--- config.mk ---
export PLATFORM = sky130hd
export DESIGN_NAME = display_slot_ring_receiver_core
export DESIGN_NICKNAME = d
export VERILOG_FILES = /design/src/rtl/dsrr_pkg.sv /design/src/rtl/dsrr_alu.sv /design/src/rtl/display_slot_ring_receiver_core.sv
export SDC_FILE = /design/constraint.sdc
export NUM_CORES = 1
export LEC_CHECK = 0
export ABC_AREA = 1
export ABC_CLOCK_PERIOD_IN_PS = 9500
export BUFFER_PORTS_ARGS = -buffer_cell sky130_fd_sc_hd__buf_4
export CORE_MARGIN = 10
export CORE_UTILIZATION = 25
export DETAILED_ROUTE_END_ITERATION = 10
export GPL_TIMING_DRIVEN = 0
export SLEW_MARGIN = 30
export SYNTH_ARGS = -nofsm -noshare
export SYNTH_HDL_FRONTEND = slang
export SYNTH_SLANG_ARGS = --single-unit
--- constraint.sdc ---
create_clock -name clk -period 9.5 [get_ports clk]
set_input_delay 1.425 -clock clk [delete_from_list [all_inputs] [get_ports clk]]
set_output_delay 1.425 -clock clk [all_outputs]
set_load 0.02 [all_outputs]
--- src/rtl/dsrr_pkg.sv ---
`timescale 1ns / 1ps
`default_nettype none
// ----------------------------------------------------------------------------
// Display slot ring receiver package
// Shared constants, codes and types of the slot ring receiver.
// ----------------------------------------------------------------------------
package dsrr_pkg;

  localparam int NUM_SLOTS = 2;
  localparam int BUF_BYTES = 32768;
  localparam int SLOT_W    = (NUM_SLOTS > 1) ? $clog2(NUM_SLOTS) : 1;
  localparam int CNT_W     = $clog2(BUF_BYTES + 1);
  localparam int ALU_W     = 17;
  localparam int TICK_W    = 16;

  localparam logic [TICK_W-1:0] TIMEOUT_RST = 16'd5000;

  typedef enum logic [1:0] {
    ST_EMPTY,
    ST_RECEIVING,
    ST_READY,
    ST_DRAWING
  } slot_st_t;

  typedef enum logic [1:0] {
    REQ_RECT,
    REQ_DATA,
    REQ_POLL,
    REQ_OTHER
  } req_t;

  localparam logic [1:0] ACT_NONE  = 2'd0;
  localparam logic [1:0] ACT_STORE = 2'd1;
  localparam logic [1:0] ACT_DRAW  = 2'd2;

  localparam logic [3:0] STS_NONE      = 4'd0;
  localparam logic [3:0] STS_RECT_OK   = 4'd1;
  localparam logic [3:0] STS_RECT_ABRT = 4'd2;
  localparam logic [3:0] STS_RECT_BUSY = 4'd3;
  localparam logic [3:0] STS_RECT_BAD  = 4'd4;
  localparam logic [3:0] STS_STORED    = 4'd5;
  localparam logic [3:0] STS_FRAME     = 4'd6;
  localparam logic [3:0] STS_DROPPED   = 4'd7;
  localparam logic [3:0] STS_UNKNOWN   = 4'd8;

  typedef enum logic [3:0] {
    S_IDLE,
    S_HDR_MUL,
    S_HDR_CHK,
    S_DAT_CMP,
    S_DAT_INC,
    S_DAT_FIN,
    S_POL_ADD,
    S_POL_CMP,
    S_POL_FREE,
    S_POL_DRW
  } seq_t;

  typedef enum logic {
    ALU_ADD,
    ALU_SUB
  } alu_op_t;

  typedef struct packed {
    logic             lt;
    logic             cout;
    logic [ALU_W-1:0] sum;
  } alu_res_t;

  function automatic logic [SLOT_W-1:0] next_slot(input logic [SLOT_W-1:0] s);
    logic [SLOT_W-1:0] r;
    if (int'(s) + 1 >= NUM_SLOTS) begin
      r = '0;
    end else begin
      r = s + 1'b1;
    end
    return r;
  endfunction

endpackage
`default_nettype wire

--- src/rtl/dsrr_alu.sv ---
`timescale 1ns / 1ps
`default_nettype none
// ----------------------------------------------------------------------------
// Slot ring shared adder
// One adder that adds or subtracts and reports an unsigned less-than.
// ----------------------------------------------------------------------------
module dsrr_alu (
  input  var dsrr_pkg::alu_op_t               op,
  input  var logic [dsrr_pkg::ALU_W-1:0]      a,
  input  var logic [dsrr_pkg::ALU_W-1:0]      b,
  output dsrr_pkg::alu_res_t                  res
);

  logic [dsrr_pkg::ALU_W:0] full;

  always_comb begin
    case (op)
      dsrr_pkg::ALU_SUB: begin
        full = {1'b0, a} + {1'b0, ~b} + {{dsrr_pkg::ALU_W{1'b0}}, 1'b1};
      end
      default: begin
        full = {1'b0, a} + {1'b0, b};
      end
    endcase
    res.sum  = full[dsrr_pkg::ALU_W-1:0];
    res.cout = full[dsrr_pkg::ALU_W];
    res.lt   = (op == dsrr_pkg::ALU_SUB) && !full[dsrr_pkg::ALU_W];
  end

endmodule
`default_nettype wire

--- src/rtl/display_slot_ring_receiver_core.sv ---
`timescale 1ns / 1ps
`default_nettype none
// ----------------------------------------------------------------------------
// Display slot ring receiver core
// Receives rectangle headers, image bytes and polls for a ring of frame
// buffer slots, and issues byte stores and draw starts.
//
//   Channel  Ports                         Transfer
//   input    start, busy, in_*             start high while busy is low
//   result   out_valid, out_*              out_valid high for one cycle
//   config   cfg_valid, cfg_ready, cfg_*   cfg_valid and cfg_ready high
//
// An unknown command gives its result in the cycle after the transfer.
// A header runs up to multiply and check steps, an image byte compare,
// increment and finish steps and a poll add, compare, free and draw steps;
// the header size comes from one 8 by 8 product, and every less-than compare
// and count step runs through the one shared 17-bit adder and comparator.
// Synchronous reset empties all slots and loads the timeout with 5000.
// Results cannot be stalled; busy is high while an item is in work.
// ----------------------------------------------------------------------------
module display_slot_ring_receiver_core (
  input  var logic        clk,
  input  var logic        rst_n,
  input  var logic        start,
  output logic            busy,
  input  var logic [1:0]  in_req_type,
  input  var logic [7:0]  in_rect_x,
  input  var logic [7:0]  in_rect_y,
  input  var logic [7:0]  in_rect_w,
  input  var logic [7:0]  in_rect_h,
  input  var logic [7:0]  in_data_byte,
  input  var logic        in_dma_busy,
  input  var logic [7:0]  in_elapsed_ticks,
  output logic            out_valid,
  output logic [1:0]      out_action,
  output logic            out_slot,
  output logic [14:0]     out_offset,
  output logic [7:0]      out_store_byte,
  output logic [7:0]      out_draw_x,
  output logic [7:0]      out_draw_y,
  output logic [7:0]      out_draw_w,
  output logic [7:0]      out_draw_h,
  output logic [15:0]     out_byte_count,
  output logic [3:0]      out_status,
  output logic            out_timed_out,
  output logic            out_slot_freed,
  input  var logic        cfg_valid,
  output logic            cfg_ready,
  input  var logic [15:0] cfg_timeout_ticks
);

  localparam int NS  = dsrr_pkg::NUM_SLOTS;
  localparam int SW  = dsrr_pkg::SLOT_W;
  localparam int CW  = dsrr_pkg::CNT_W;
  localparam int AW  = dsrr_pkg::ALU_W;
  localparam int TW  = dsrr_pkg::TICK_W;

  dsrr_pkg::seq_t     state_r, state_nxt;
  dsrr_pkg::slot_st_t slot_st_r [NS];
  dsrr_pkg::slot_st_t slot_st_nxt [NS];
  logic [CW-1:0]      filled_r [NS];
  logic [CW-1:0]      filled_nxt [NS];
  logic [CW-1:0]      total_r [NS];
  logic [7:0]         reg_x_r [NS];
  logic [7:0]         reg_y_r [NS];
  logic [7:0]         reg_w_r [NS];
  logic [7:0]         reg_h_r [NS];
  logic               hdr_we;

  logic [SW-1:0]      write_slot_r, write_slot_nxt;
  logic [SW-1:0]      draw_slot_r, draw_slot_nxt;
  logic [TW-1:0]      idle_r, idle_nxt;
  logic [TW-1:0]      timeout_r;
  logic [AW-1:0]      tot_r, tot_nxt;
  logic               abort_r, abort_nxt;
  logic               lt_r, lt_nxt;

  logic [7:0]         x_r, y_r, w_r, h_r, byte_r, el_r;
  logic               dma_r;

  logic               out_valid_r, out_valid_nxt;
  logic [1:0]         out_action_r, out_action_nxt;
  logic [SW-1:0]      out_slot_r, out_slot_nxt;
  logic [14:0]        out_offset_r, out_offset_nxt;
  logic [7:0]         out_store_byte_r, out_store_byte_nxt;
  logic [7:0]         out_draw_x_r, out_draw_x_nxt;
  logic [7:0]         out_draw_y_r, out_draw_y_nxt;
  logic [7:0]         out_draw_w_r, out_draw_w_nxt;
  logic [7:0]         out_draw_h_r, out_draw_h_nxt;
  logic [15:0]        out_byte_count_r, out_byte_count_nxt;
  logic [3:0]         out_status_r, out_status_nxt;
  logic               out_timed_out_r, out_timed_out_nxt;
  logic               out_slot_freed_r, out_slot_freed_nxt;

  logic               accept;
  logic [SW-1:0]      sel;
  dsrr_pkg::slot_st_t sel_st;
  logic [CW-1:0]      sel_filled;
  logic [CW-1:0]      sel_total;

  dsrr_pkg::alu_op_t  alu_op;
  logic [AW-1:0]      alu_a, alu_b;
  dsrr_pkg::alu_res_t alu_res;

  dsrr_alu u_alu (
    .op  (alu_op),
    .a   (alu_a),
    .b   (alu_b),
    .res (alu_res)
  );

  assign accept    = start && (state_r == dsrr_pkg::S_IDLE);
  assign busy      = (state_r != dsrr_pkg::S_IDLE);
  assign cfg_ready = 1'b1;

  assign sel = ((state_r == dsrr_pkg::S_POL_FREE) || (state_r == dsrr_pkg::S_POL_DRW)) ?
               draw_slot_r : write_slot_r;
  assign sel_st     = slot_st_r[sel];
  assign sel_filled = filled_r[sel];
  assign sel_total  = total_r[sel];

  always_comb begin
    alu_op = dsrr_pkg::ALU_ADD;
    alu_a  = '0;
    alu_b  = '0;
    case (state_r)
      dsrr_pkg::S_HDR_CHK: begin
        alu_op = dsrr_pkg::ALU_SUB;
        alu_a  = AW'(dsrr_pkg::BUF_BYTES);
        alu_b  = tot_r;
      end
      dsrr_pkg::S_DAT_CMP, dsrr_pkg::S_DAT_FIN: begin
        alu_op = dsrr_pkg::ALU_SUB;
        alu_a  = AW'(sel_filled);
        alu_b  = AW'(sel_total);
      end
      dsrr_pkg::S_DAT_INC: begin
        alu_a = AW'(sel_filled);
        alu_b = AW'(1);
      end
      dsrr_pkg::S_POL_ADD: begin
        alu_a = AW'(idle_r);
        alu_b = AW'(el_r);
      end
      dsrr_pkg::S_POL_CMP: begin
        alu_op = dsrr_pkg::ALU_SUB;
        alu_a  = AW'(idle_r);
        alu_b  = AW'(timeout_r);
      end
      default: begin
        alu_op = dsrr_pkg::ALU_ADD;
      end
    endcase
  end

  always_comb begin
    state_nxt = state_r;
    case (state_r)
      dsrr_pkg::S_IDLE: begin
        if (start) begin
          case (dsrr_pkg::req_t'(in_req_type))
            dsrr_pkg::REQ_RECT: state_nxt = dsrr_pkg::S_HDR_MUL;
            dsrr_pkg::REQ_DATA: state_nxt = dsrr_pkg::S_DAT_CMP;
            dsrr_pkg::REQ_POLL: state_nxt = dsrr_pkg::S_POL_ADD;
            default:            state_nxt = dsrr_pkg::S_IDLE;
          endcase
        end
      end
      dsrr_pkg::S_HDR_MUL: begin
        if (sel_st inside {dsrr_pkg::ST_READY, dsrr_pkg::ST_DRAWING}) begin
          state_nxt = dsrr_pkg::S_IDLE;
        end else begin
          state_nxt = dsrr_pkg::S_HDR_CHK;
        end
      end
      dsrr_pkg::S_HDR_CHK: state_nxt = dsrr_pkg::S_IDLE;
      dsrr_pkg::S_DAT_CMP: begin
        if (sel_st != dsrr_pkg::ST_RECEIVING) begin
          state_nxt = dsrr_pkg::S_IDLE;
        end else begin
          state_nxt = dsrr_pkg::S_DAT_INC;
        end
      end
      dsrr_pkg::S_DAT_INC:  state_nxt = dsrr_pkg::S_DAT_FIN;
      dsrr_pkg::S_DAT_FIN:  state_nxt = dsrr_pkg::S_IDLE;
      dsrr_pkg::S_POL_ADD:  state_nxt = dsrr_pkg::S_POL_CMP;
      dsrr_pkg::S_POL_CMP:  state_nxt = dsrr_pkg::S_POL_FREE;
      dsrr_pkg::S_POL_FREE: begin
        if ((sel_st == dsrr_pkg::ST_DRAWING) && dma_r) begin
          state_nxt = dsrr_pkg::S_IDLE;
        end else begin
          state_nxt = dsrr_pkg::S_POL_DRW;
        end
      end
      dsrr_pkg::S_POL_DRW:  state_nxt = dsrr_pkg::S_IDLE;
      default:              state_nxt = dsrr_pkg::S_IDLE;
    endcase
  end

  always_comb begin
    slot_st_nxt        = slot_st_r;
    filled_nxt         = filled_r;
    hdr_we             = 1'b0;
    write_slot_nxt     = write_slot_r;
    draw_slot_nxt      = draw_slot_r;
    idle_nxt           = idle_r;
    tot_nxt            = tot_r;
    abort_nxt          = abort_r;
    lt_nxt             = lt_r;
    out_valid_nxt      = 1'b0;
    out_action_nxt     = out_action_r;
    out_slot_nxt       = out_slot_r;
    out_offset_nxt     = out_offset_r;
    out_store_byte_nxt = out_store_byte_r;
    out_draw_x_nxt     = out_draw_x_r;
    out_draw_y_nxt     = out_draw_y_r;
    out_draw_w_nxt     = out_draw_w_r;
    out_draw_h_nxt     = out_draw_h_r;
    out_byte_count_nxt = out_byte_count_r;
    out_status_nxt     = out_status_r;
    out_timed_out_nxt  = out_timed_out_r;
    out_slot_freed_nxt = out_slot_freed_r;
    case (state_r)
      dsrr_pkg::S_IDLE: begin
        if (start) begin
          out_action_nxt     = dsrr_pkg::ACT_NONE;
          out_slot_nxt       = '0;
          out_offset_nxt     = '0;
          out_store_byte_nxt = '0;
          out_draw_x_nxt     = '0;
          out_draw_y_nxt     = '0;
          out_draw_w_nxt     = '0;
          out_draw_h_nxt     = '0;
          out_byte_count_nxt = '0;
          out_status_nxt     = dsrr_pkg::STS_NONE;
          out_timed_out_nxt  = 1'b0;
          out_slot_freed_nxt = 1'b0;
          abort_nxt          = 1'b0;
          if (dsrr_pkg::req_t'(in_req_type) != dsrr_pkg::REQ_POLL) begin
            idle_nxt = '0;
          end
          if (dsrr_pkg::req_t'(in_req_type) == dsrr_pkg::REQ_OTHER) begin
            out_status_nxt = dsrr_pkg::STS_UNKNOWN;
            out_valid_nxt  = 1'b1;
          end
        end
      end
      dsrr_pkg::S_HDR_MUL: begin
        tot_nxt = {({8'd0, w_r} * {8'd0, h_r}), 1'b0};
        if (sel_st inside {dsrr_pkg::ST_READY, dsrr_pkg::ST_DRAWING}) begin
          out_status_nxt = dsrr_pkg::STS_RECT_BUSY;
          out_valid_nxt  = 1'b1;
        end else if (sel_st == dsrr_pkg::ST_RECEIVING) begin
          abort_nxt       = 1'b1;
          filled_nxt[sel] = '0;
        end
      end
      dsrr_pkg::S_HDR_CHK: begin
        out_valid_nxt = 1'b1;
        if ((tot_r == '0) || alu_res.lt) begin
          out_status_nxt = dsrr_pkg::STS_RECT_BAD;
        end else begin
          hdr_we           = 1'b1;
          slot_st_nxt[sel] = dsrr_pkg::ST_RECEIVING;
          filled_nxt[sel]  = '0;
          out_status_nxt   = abort_r ? dsrr_pkg::STS_RECT_ABRT : dsrr_pkg::STS_RECT_OK;
        end
      end
      dsrr_pkg::S_DAT_CMP: begin
        lt_nxt = alu_res.lt;
        if (sel_st != dsrr_pkg::ST_RECEIVING) begin
          out_status_nxt = dsrr_pkg::STS_DROPPED;
          out_valid_nxt  = 1'b1;
        end
      end
      dsrr_pkg::S_DAT_INC: begin
        if (lt_r) begin
          out_action_nxt     = dsrr_pkg::ACT_STORE;
          out_slot_nxt       = sel;
          out_offset_nxt     = sel_filled[14:0];
          out_store_byte_nxt = byte_r;
          filled_nxt[sel]    = alu_res.sum[CW-1:0];
        end
      end
      dsrr_pkg::S_DAT_FIN: begin
        out_valid_nxt = 1'b1;
        if (!alu_res.lt) begin
          slot_st_nxt[sel] = dsrr_pkg::ST_READY;
          write_slot_nxt   = dsrr_pkg::next_slot(sel);
          out_status_nxt   = dsrr_pkg::STS_FRAME;
        end else begin
          out_status_nxt = dsrr_pkg::STS_STORED;
        end
      end
      dsrr_pkg::S_POL_ADD: begin
        if (alu_res.sum[TW]) begin
          idle_nxt = '1;
        end else begin
          idle_nxt = alu_res.sum[TW-1:0];
        end
      end
      dsrr_pkg::S_POL_CMP: begin
        if ((sel_st == dsrr_pkg::ST_RECEIVING) && !alu_res.lt) begin
          filled_nxt[sel]   = '0;
          slot_st_nxt[sel]  = dsrr_pkg::ST_EMPTY;
          out_timed_out_nxt = 1'b1;
        end
      end
      dsrr_pkg::S_POL_FREE: begin
        if (sel_st == dsrr_pkg::ST_DRAWING) begin
          if (dma_r) begin
            out_valid_nxt = 1'b1;
          end else begin
            slot_st_nxt[sel]   = dsrr_pkg::ST_EMPTY;
            draw_slot_nxt      = dsrr_pkg::next_slot(sel);
            out_slot_freed_nxt = 1'b1;
          end
        end
      end
      dsrr_pkg::S_POL_DRW: begin
        out_valid_nxt = 1'b1;
        if ((sel_st == dsrr_pkg::ST_READY) && !dma_r) begin
          out_action_nxt     = dsrr_pkg::ACT_DRAW;
          out_slot_nxt       = sel;
          out_draw_x_nxt     = reg_x_r[sel];
          out_draw_y_nxt     = reg_y_r[sel];
          out_draw_w_nxt     = reg_w_r[sel];
          out_draw_h_nxt     = reg_h_r[sel];
          out_byte_count_nxt = 16'(sel_filled);
          slot_st_nxt[sel]   = dsrr_pkg::ST_DRAWING;
        end
      end
      default: begin
        out_valid_nxt = 1'b0;
      end
    endcase
  end

  always_ff @(posedge clk) begin
    if (!rst_n) begin
      state_r      <= dsrr_pkg::S_IDLE;
      write_slot_r <= '0;
      draw_slot_r  <= '0;
      idle_r       <= '0;
      timeout_r    <= dsrr_pkg::TIMEOUT_RST;
      out_valid_r  <= 1'b0;
      abort_r      <= 1'b0;
      lt_r         <= 1'b0;
      for (int i = 0; i < NS; i++) begin
        slot_st_r[i] <= dsrr_pkg::ST_EMPTY;
        filled_r[i]  <= '0;
      end
    end else begin
      state_r      <= state_nxt;
      write_slot_r <= write_slot_nxt;
      draw_slot_r  <= draw_slot_nxt;
      idle_r       <= idle_nxt;
      out_valid_r  <= out_valid_nxt;
      abort_r      <= abort_nxt;
      lt_r         <= lt_nxt;
      slot_st_r    <= slot_st_nxt;
      filled_r     <= filled_nxt;
      if (cfg_valid && cfg_ready) begin
        timeout_r <= cfg_timeout_ticks;
      end
    end
  end

  always_ff @(posedge clk) begin
    tot_r            <= tot_nxt;
    out_action_r     <= out_action_nxt;
    out_slot_r       <= out_slot_nxt;
    out_offset_r     <= out_offset_nxt;
    out_store_byte_r <= out_store_byte_nxt;
    out_draw_x_r     <= out_draw_x_nxt;
    out_draw_y_r     <= out_draw_y_nxt;
    out_draw_w_r     <= out_draw_w_nxt;
    out_draw_h_r     <= out_draw_h_nxt;
    out_byte_count_r <= out_byte_count_nxt;
    out_status_r     <= out_status_nxt;
    out_timed_out_r  <= out_timed_out_nxt;
    out_slot_freed_r <= out_slot_freed_nxt;
    if (accept) begin
      x_r    <= in_rect_x;
      y_r    <= in_rect_y;
      w_r    <= in_rect_w;
      h_r    <= in_rect_h;
      byte_r <= in_data_byte;
      dma_r  <= in_dma_busy;
      el_r   <= in_elapsed_ticks;
    end
    if (hdr_we) begin
      reg_x_r[sel] <= x_r;
      reg_y_r[sel] <= y_r;
      reg_w_r[sel] <= w_r;
      reg_h_r[sel] <= h_r;
      total_r[sel] <= tot_r[CW-1:0];
    end
  end

  assign out_valid      = out_valid_r;
  assign out_action     = out_action_r;
  assign out_slot       = out_slot_r;
  assign out_offset     = out_offset_r;
  assign out_store_byte = out_store_byte_r;
  assign out_draw_x     = out_draw_x_r;
  assign out_draw_y     = out_draw_y_r;
  assign out_draw_w     = out_draw_w_r;
  assign out_draw_h     = out_draw_h_r;
  assign out_byte_count = out_byte_count_r;
  assign out_status     = out_status_r;
  assign out_timed_out  = out_timed_out_r;
  assign out_slot_freed = out_slot_freed_r;

endmodule
`default_nettype wire
# Yosys cells after proc, flatten, opt, wreduce, memory -nomap -nowiden
# Memory sizes are Yosys's and may differ from the RTL's.
# Cells that the tools add are included.
dict set report totals {
  regBits 222
  ram_bits 94
  inputBits 71
  out_inout_bits 83
  word_cells 226
  memories 5
}
# name depth word_bits rd rd_ports_with_merged_regs wr line_no
set memory_table {}
lappend memory_table {total_r 2 15 1 0 1 display_slot_ring_receiver_core.sv:63} ;# logic [CW-1:0] total_r [NS];
lappend memory_table {reg_h_r 2 8 1 0 1 display_slot_ring_receiver_core.sv:67} ;# logic [7:0] reg_h_r [NS];
lappend memory_table {reg_w_r 2 8 1 0 1 display_slot_ring_receiver_core.sv:66} ;# logic [7:0] reg_w_r [NS];
lappend memory_table {reg_x_r 2 8 1 0 1 display_slot_ring_receiver_core.sv:64} ;# logic [7:0] reg_x_r [NS];
lappend memory_table {reg_y_r 2 8 1 0 1 display_slot_ring_receiver_core.sv:65} ;# logic [7:0] reg_y_r [NS];
dict set report op_classes {
  add_sub_neg 5
  mul 1
  magnitude_cmp 3
  n_eq_ne 30
  muxes 92
  bitwise_logic 15
  n_reduce_logical 43
}
# cell count
set ops {}
lappend ops {{$mux 32} 5}
lappend ops {{$mux 16} 9}
lappend ops {{$pmux 32 s4} 1}
lappend ops {{$pmux 17 s5} 1}
lappend ops {{$pmux 8 s2} 5}
lappend ops {{$pmux 16 s2} 2}
lappend ops {{$mux 4} 12}
lappend ops {{$mux 8} 6}
lappend ops {{$pmux 16 s3} 1}
lappend ops {{$pmux 4 s5} 2}
lappend ops {{$add 16x17->18} 2}
lappend ops {{$and 32x32->32} 1}
lappend ops {{$bwmux 32} 1}
lappend ops {{$not 32->32} 1}
lappend ops {{$mux 15} 2}
lappend ops {{$pmux 15 s2} 1}
lappend ops {{$pmux 4 s7} 1}
lappend ops {{$ne 2x2->1 const B} 11}
lappend ops {{$mux 1} 21}
lappend ops {{$mux 2} 10}
lappend ops {{$add 18x1->18 const B} 1}
lappend ops {{$mux 18} 1}
lappend ops {{$logic_not 17->1} 1}
lappend ops {{$not 17->17} 1}
lappend ops {{other kinds (45)} 90}

# Logic depth before layout (Yosys ltp)
dict set report depth {
  depth_word 18
  mapped_depth 28
}

# By module
# Synthesis repeated with hierarchy kept, for this count alone.
dict set report unflattened {
  cells_unflattened 1946
  area_unflattened_um2 17107.7
}
# mod instances cells_each area_per_inst_um2 seq_area_each_um2
set modules_own_cells {}
lappend modules_own_cells {display_slot_ring_receiver_core 1 1492 14826.7 8718.4}
lappend modules_own_cells {dsrr_alu 1 454 2280.9 0.0}

# Worst setup path after synthesis
# Ideal clock, no wire load.
dict set report synth_timing {
  path_type {reg2reg}
  startpoint {reg state_r[2]}
  endpoint {mem reg_h_r[0][0], enable pin}
  setup_time_ns 0.452
  t_arrival_ns 4.871
  slack_ns 4.177
  path_stages_with_launch 21
  n_path_buf 2
  cell_sequence {dfxtp_1 -> inv_1 -> nand2_2 -> nor2_1 -> nand2_1 -> nand2_1 -> nor2_1 -> clkbuf_1 -> o21ai_0 -> ha_1 -> clkbuf_2 -> nand2_1 -> nor2_1 -> nand3_1 -> nand3_1 -> nand2_1 -> nand2_1 -> nand3_1 -> nor2_1 -> inv_1 -> nor2_1}
}
dict set report synth_via {
  elab_chain_cells 18
}
# item line_no
set synth_lines {}
lappend synth_lines {{start: declaration} display_slot_ring_receiver_core.sv:58} ;# dsrr_pkg::seq_t state_r, state_nxt;
lappend synth_lines {{start signal: assignment} display_slot_ring_receiver_core.sv:341} ;# state_r <= dsrr_pkg::S_IDLE;
lappend synth_lines {{start signal: assignment} display_slot_ring_receiver_core.sv:354} ;# state_r <= state_nxt;
lappend synth_lines {{$eq 4x4->1} display_slot_ring_receiver_core.sv:116} ;# assign sel = ((state_r == dsrr_pkg::S_POL_FREE) || (state_r == dsrr_pkg::S_POL_DRW)) ?
lappend synth_lines {{$logic_or 1x1->1} display_slot_ring_receiver_core.sv:116}
lappend synth_lines {{$mux 1} display_slot_ring_receiver_core.sv:116}
lappend synth_lines {{$not 1->2 (not written as such)} display_slot_ring_receiver_core.sv:119} ;# assign sel_filled = filled_r[sel];
lappend synth_lines {{$mux 16 (not written as such) (3 in series)} display_slot_ring_receiver_core.sv:119}
lappend synth_lines {{$pmux 16 s3} display_slot_ring_receiver_core.sv:126} ;# case (state_r)
lappend synth_lines {{$add 16x17->18} dsrr_alu.sv:19} ;# full = {1'b0, a} + {1'b0, ~b} + {{dsrr_pkg::ALU_W{1'b0}}, 1'b1};
lappend synth_lines {{$add 18x1->18} dsrr_alu.sv:19}
lappend synth_lines {{$mux 18} dsrr_alu.sv:17} ;# case (op)
lappend synth_lines {{$logic_not 1->1} dsrr_alu.sv:27} ;# res.lt = (op == dsrr_pkg::ALU_SUB) && !full[dsrr_pkg::ALU_W];
lappend synth_lines {{$logic_and 1x1->1} dsrr_alu.sv:27}
lappend synth_lines {{$logic_or 1x1->1} display_slot_ring_receiver_core.sv:260} ;# if ((tot_r == '0) || alu_res.lt) begin
lappend synth_lines {{$mux 1} display_slot_ring_receiver_core.sv:260}
lappend synth_lines {{$mux 1} display_slot_ring_receiver_core.sv:223} ;# case (state_r)
lappend synth_lines {{$mux 1} display_slot_ring_receiver_core.sv:392} ;# if (hdr_we) begin
lappend synth_lines {{$mux 1 (not written as such)} display_slot_ring_receiver_core.sv:396} ;# reg_h_r[sel] <= h_r;
lappend synth_lines {{end: declaration} display_slot_ring_receiver_core.sv:67}
# Several ways; a longest one is shown, not always the timed one. The select of a mux whose other input is x is not followed.

# Worst setup path after layout
dict set report layout_timing {
  startpoint {reg state_r[1]}
  endpoint {mem reg_w_r[0][6], enable pin}
}
dict set report layout_via {
  elab_chain_cells 18
}
# item line_no
set layout_lines {}
lappend layout_lines {{$eq 4x4->1} display_slot_ring_receiver_core.sv:116}
lappend layout_lines {{$logic_or 1x1->1} display_slot_ring_receiver_core.sv:116}
lappend layout_lines {{$mux 1} display_slot_ring_receiver_core.sv:116}
lappend layout_lines {{$not 1->2 (not written as such)} display_slot_ring_receiver_core.sv:119}
lappend layout_lines {{$mux 16 (not written as such) (3 in series)} display_slot_ring_receiver_core.sv:119}
lappend layout_lines {{$pmux 16 s3} display_slot_ring_receiver_core.sv:126}
lappend layout_lines {{$add 16x17->18} dsrr_alu.sv:19}
lappend layout_lines {{$add 18x1->18} dsrr_alu.sv:19}
lappend layout_lines {{$mux 18} dsrr_alu.sv:17}
lappend layout_lines {{$logic_not 1->1} dsrr_alu.sv:27}
lappend layout_lines {{$logic_and 1x1->1} dsrr_alu.sv:27}
lappend layout_lines {{$logic_or 1x1->1} display_slot_ring_receiver_core.sv:260}
lappend layout_lines {{$mux 1} display_slot_ring_receiver_core.sv:260}
lappend layout_lines {{$mux 1} display_slot_ring_receiver_core.sv:223}
lappend layout_lines {{$mux 1} display_slot_ring_receiver_core.sv:392}
lappend layout_lines {{$mux 1 (not written as such)} display_slot_ring_receiver_core.sv:395} ;# reg_w_r[sel] <= w_r;
lappend layout_lines {{end: declaration} display_slot_ring_receiver_core.sv:66}
# Several ways; a longest one is shown, not always the timed one. The select of a mux whose other input is x is not followed.

==> run_results.csv <==
group,metric,value,unit
status,run_status,"finished clean",
min_path,hold_path.class,"register to register",
setup_path,cpMostUsedCell,"sky130_fd_sc_hd__nand2_1",
cells_and_area,largest_register_ff_count,32,
timing,slew_worst_pin,0.847,ns
setup_path,timing.critical_path.buf_inv,6,
logic_synthesis,synthesis.area,16900,sq um
power_and_ir_drop,totalPowerFinal,4840,uW
floorplanning,num_rows,95,
timing,setup_viol_count_final,0,
cells_and_area,nFillCells,7043,
setup_path,crit_required,9.75,ns
setup_path,cp_cell_sequence,"inv_2 > nand2_1 > nor2_2 > inv_1 > nand2_1 > nor2_1 > clkbuf_1 > o21ai_0 > ha_1 > clkbuf_2 > nand2_1 > nor2_1 > nand3_1 > nand3_1 > nand2_1 > nand2_1 > nand3_1 > nor2_1 > inv_1 > nor2_4 > buf_16",
clock_tree,clock_latency_on_the_worst_skew_pair,0.56,ns
clock_tree,cts-htree-levels,2,
route,num_vias,13300,
setup_path,critical_path_arrival,5.68,ns
cells_and_area,final_common_cell,"sky130_fd_sc_hd__nand2_1",
clock_tree,tritoncts_clock_tree,"built",
timing,final_max_slew_viol_count,0,
route,initialDrtViolationCount,970,
cells_and_area,multi_input_area,6850,sq um
cells_and_area,layout_common_cells,"sky130_fd_sc_hd__nand2_1 (472), sky130_fd_sc_hd__inv_1 (250), sky130_fd_sc_hd__nor2_1 (243)",
timing,fmax,0.184,GHz
setup_path,timing.critical_path.slowest_stage_cell,"sky130_fd_sc_hd__nor2_4",
route,first_pass_iters,6,
logic_synthesis,synthDistinctLibCells,49,
logic_synthesis,synth_area_per_cell,8.90,sq um
setup_path,worst-setup-path-type,"register to register",
logic_synthesis,netlist.area_leader.share,42.5,%
timing,final_period_minus_worst_setup_slack,5.43,ns
logic_synthesis,synthesis.nets,2081,
logic_synthesis,async_reset_ff_share,0,%
setup_path,crit_path_start_kind,"register",
floorplanning,dieArea,78400,sq um
timing,rsz0062_at_grt,"false",
cells_and_area,largest_registers,"filled_r: 32 flops, total_r: 30 flops",
cells_and_area,final_net_count,2278,
logic_synthesis,ys_warn_count,0,
grt,grt_pass1_vias,13000,
setup_path,crit_path_max_incr_delay,0.47,ns
logic_synthesis,synth-edff-count,239,
placement,pre_cts_slack,4.12,ns
grt,grt_util_all_layers,12.5,%
timing,post-route-worst-setup-slack,4.07,ns
logic_synthesis,synth_ff_type,"sky130_fd_sc_hd__edfxtp_1",
clock_tree,clock-root-buffer,"sky130_fd_sc_hd__clkbuf_16",
floorplanning,placeableCoreArea,67000,sq um
grt,antenna_found_initial,6,
clock_tree,ctsLongestPathBuffers,3,
clock_tree,cts_made_buffers,36,
grt,grt_first_pass_wirelength,75800,um
timing,period_share,57.1,%
floorplanning,initial_utilization,25.2,%
job,maxCapViolations,0,
floorplanning,boundaryPins,154,
cells_and_area,layout-drive-gt1-share,12.8,%
clock_tree,tritoncts_num_sinks,316,
timing,timing_hold_violations_final,0,
placement,dp_hpwl,38300,um
setup_path,crit_family,"simple AND/OR/NAND/NOR gates",
timing,clock-skew-final,0.0299,ns
logic_synthesis,syn-instance-count,1899,
cells_and_area,ff_latch_area,8720,sq um
power_and_ir_drop,power_density,235,nW/um^2
placement,gp_congestion,0.906,
route,via_per_inst,4.44,
cells_and_area,register_containing_the_most_flip_flops_in_the_final_layout,"filled_r",
logic_synthesis,seq_area_frac_synth,51.6,%
logic_synthesis,yosys-top-cells-area,"sky130_fd_sc_hd__edfxtp_1 (42%), sky130_fd_sc_hd__nand2_1 (11%), sky130_fd_sc_hd__dfxtp_1 (9.1%)",
timing,fin_setup_tns,0,ns
logic_synthesis,postSynthRegisterBits,316,
clock_tree,post_cts.repair.setup_buffers,0,
route,routed_wirelength,49900,um
power_and_ir_drop,leakagePower,0.00895,uW
floorplanning,chipWidth,280,um
route,wl_per_cell,16.6,um
clock_tree,ctsResizeCount,0,
clock_tree,clkTransAtPathRegs,0.07,ns
grt,grt_max_degree,42,
clock_tree,ctsHoldBuffers,0,
setup_path,critical_path_peak_fanout,21,
floorplanning,die_height,280,um
grt,gr-total-overflow,0,
route,detail_route.drc_violations,0,
cells_and_area,layout-area-overhead-vs-synth,21.9,%
placement,numPortBuffers,151,
logic_synthesis,synth_area_leader_cell,"sky130_fd_sc_hd__edfxtp_1",
setup_path,critical_path.endpoint_type,"register",
route,ant_nets,0,
timing,slew_headroom,43.3,%
power_and_ir_drop,ir_drop,0.000122,V
[layer usage]
layer | global-route usage (%) | wire length [um] | up-vias
met3 | 2.58 | 2720 | 95
met5 | 0 | 52 | -
met1 | 15.4 | 21100 | 6253
met2 | 21.3 | 24400 | 390
li1 | - | - | 6576
met4 | 4.48 | 1600 | 8
[layout make-up]
cell class              instances  share of cell area [%]
clock inverters                24                    1.38
repair buffers                159                    6.54
diodes                          2                  0.0243
flip-flops and latches        316                    42.3
inverters                     258                    4.71
clock buffers                  41                    4.47
well taps                     873                    5.30
multi-input cells            1242                    33.3
plain buffers                  83                    1.97
[cells in the mapped netlist (3+ instances only)]
cell type / number
sky130_fd_sc_hd__o211ai_1: 4
sky130_fd_sc_hd__inv_2: 4
sky130_fd_sc_hd__o22ai_1: 19
sky130_fd_sc_hd__nor2_2: 5
sky130_fd_sc_hd__clkbuf_1: 55
sky130_fd_sc_hd__nor3_1: 14
sky130_fd_sc_hd__buf_4: 3
sky130_fd_sc_hd__buf_1: 4
sky130_fd_sc_hd__nand2_1: 473
sky130_fd_sc_hd__dfxtp_1: 77
sky130_fd_sc_hd__nor4_1: 3
sky130_fd_sc_hd__a32o_1: 6
sky130_fd_sc_hd__o21ai_0: 131
sky130_fd_sc_hd__nand2_2: 8
sky130_fd_sc_hd__clkinv_1: 3
sky130_fd_sc_hd__inv_1: 251
sky130_fd_sc_hd__a211oi_1: 4
sky130_fd_sc_hd__nor2_1: 245
sky130_fd_sc_hd__buf_2: 11
sky130_fd_sc_hd__edfxtp_1: 239
sky130_fd_sc_hd__buf_6: 9
sky130_fd_sc_hd__a31oi_1: 3
sky130_fd_sc_hd__xor2_1: 18
sky130_fd_sc_hd__a21oi_1: 58
sky130_fd_sc_hd__ha_1: 73
sky130_fd_sc_hd__fa_1: 38
sky130_fd_sc_hd__o21bai_1: 19
sky130_fd_sc_hd__and2_1: 3
sky130_fd_sc_hd__nand3_1: 75
sky130_fd_sc_hd__xnor2_1: 4
sky130_fd_sc_hd__nand4_1: 17
[worst paths after layout]
check	start	end	slack, ns	depth (start not counted)
max	state_r[1]$_SDFFE_PN0N_	reg_w_r[0][6]$_DFFE_PP_	4.07	21
min	x_r[4]$_DFFE_PP_	reg_x_r[0][4]$_DFFE_PP_	0.44	0
max reg2reg	state_r[1]$_SDFFE_PN0N_	reg_w_r[0][6]$_DFFE_PP_	4.07	21
min reg2reg	x_r[4]$_DFFE_PP_	reg_x_r[0][4]$_DFFE_PP_	0.44	0
[stage by stage]
step                      hold WS, ns  area [sq um]  utilization (%)  instances
after floorplan                 0.421         16900                -       1899
after global placement          0.424         19100             28.5       2923
after global routing            0.458         20600             30.7       2998
final                           0.443         20600             30.7       2998
after CTS                       0.443         20600             30.7       2996
after detailed placement        0.429         19400             28.9       2931
[cell families after synthesis]
| kind of cell | share of synthesized area (%) |
|---|---|
| DFF | 51.6 |
| buffers and inverters | 8.13 |
| AOI/OAI and AO/OA | 8.64 |
| adders and majority gates | 9.91 |
| xor gates and xnor gates | 1.14 |
| other | 0.0222 |
| and+or+nand+nor | 20.5 |
[where the power goes]
part	total, uW	internal [uW]	switching, uW
logic	1590	570	1020
clock network	1430	843	587
registers	1820	1730	88.9
total	4840	3140	1700
Note: power is estimated with default switching activity, not from simulation.
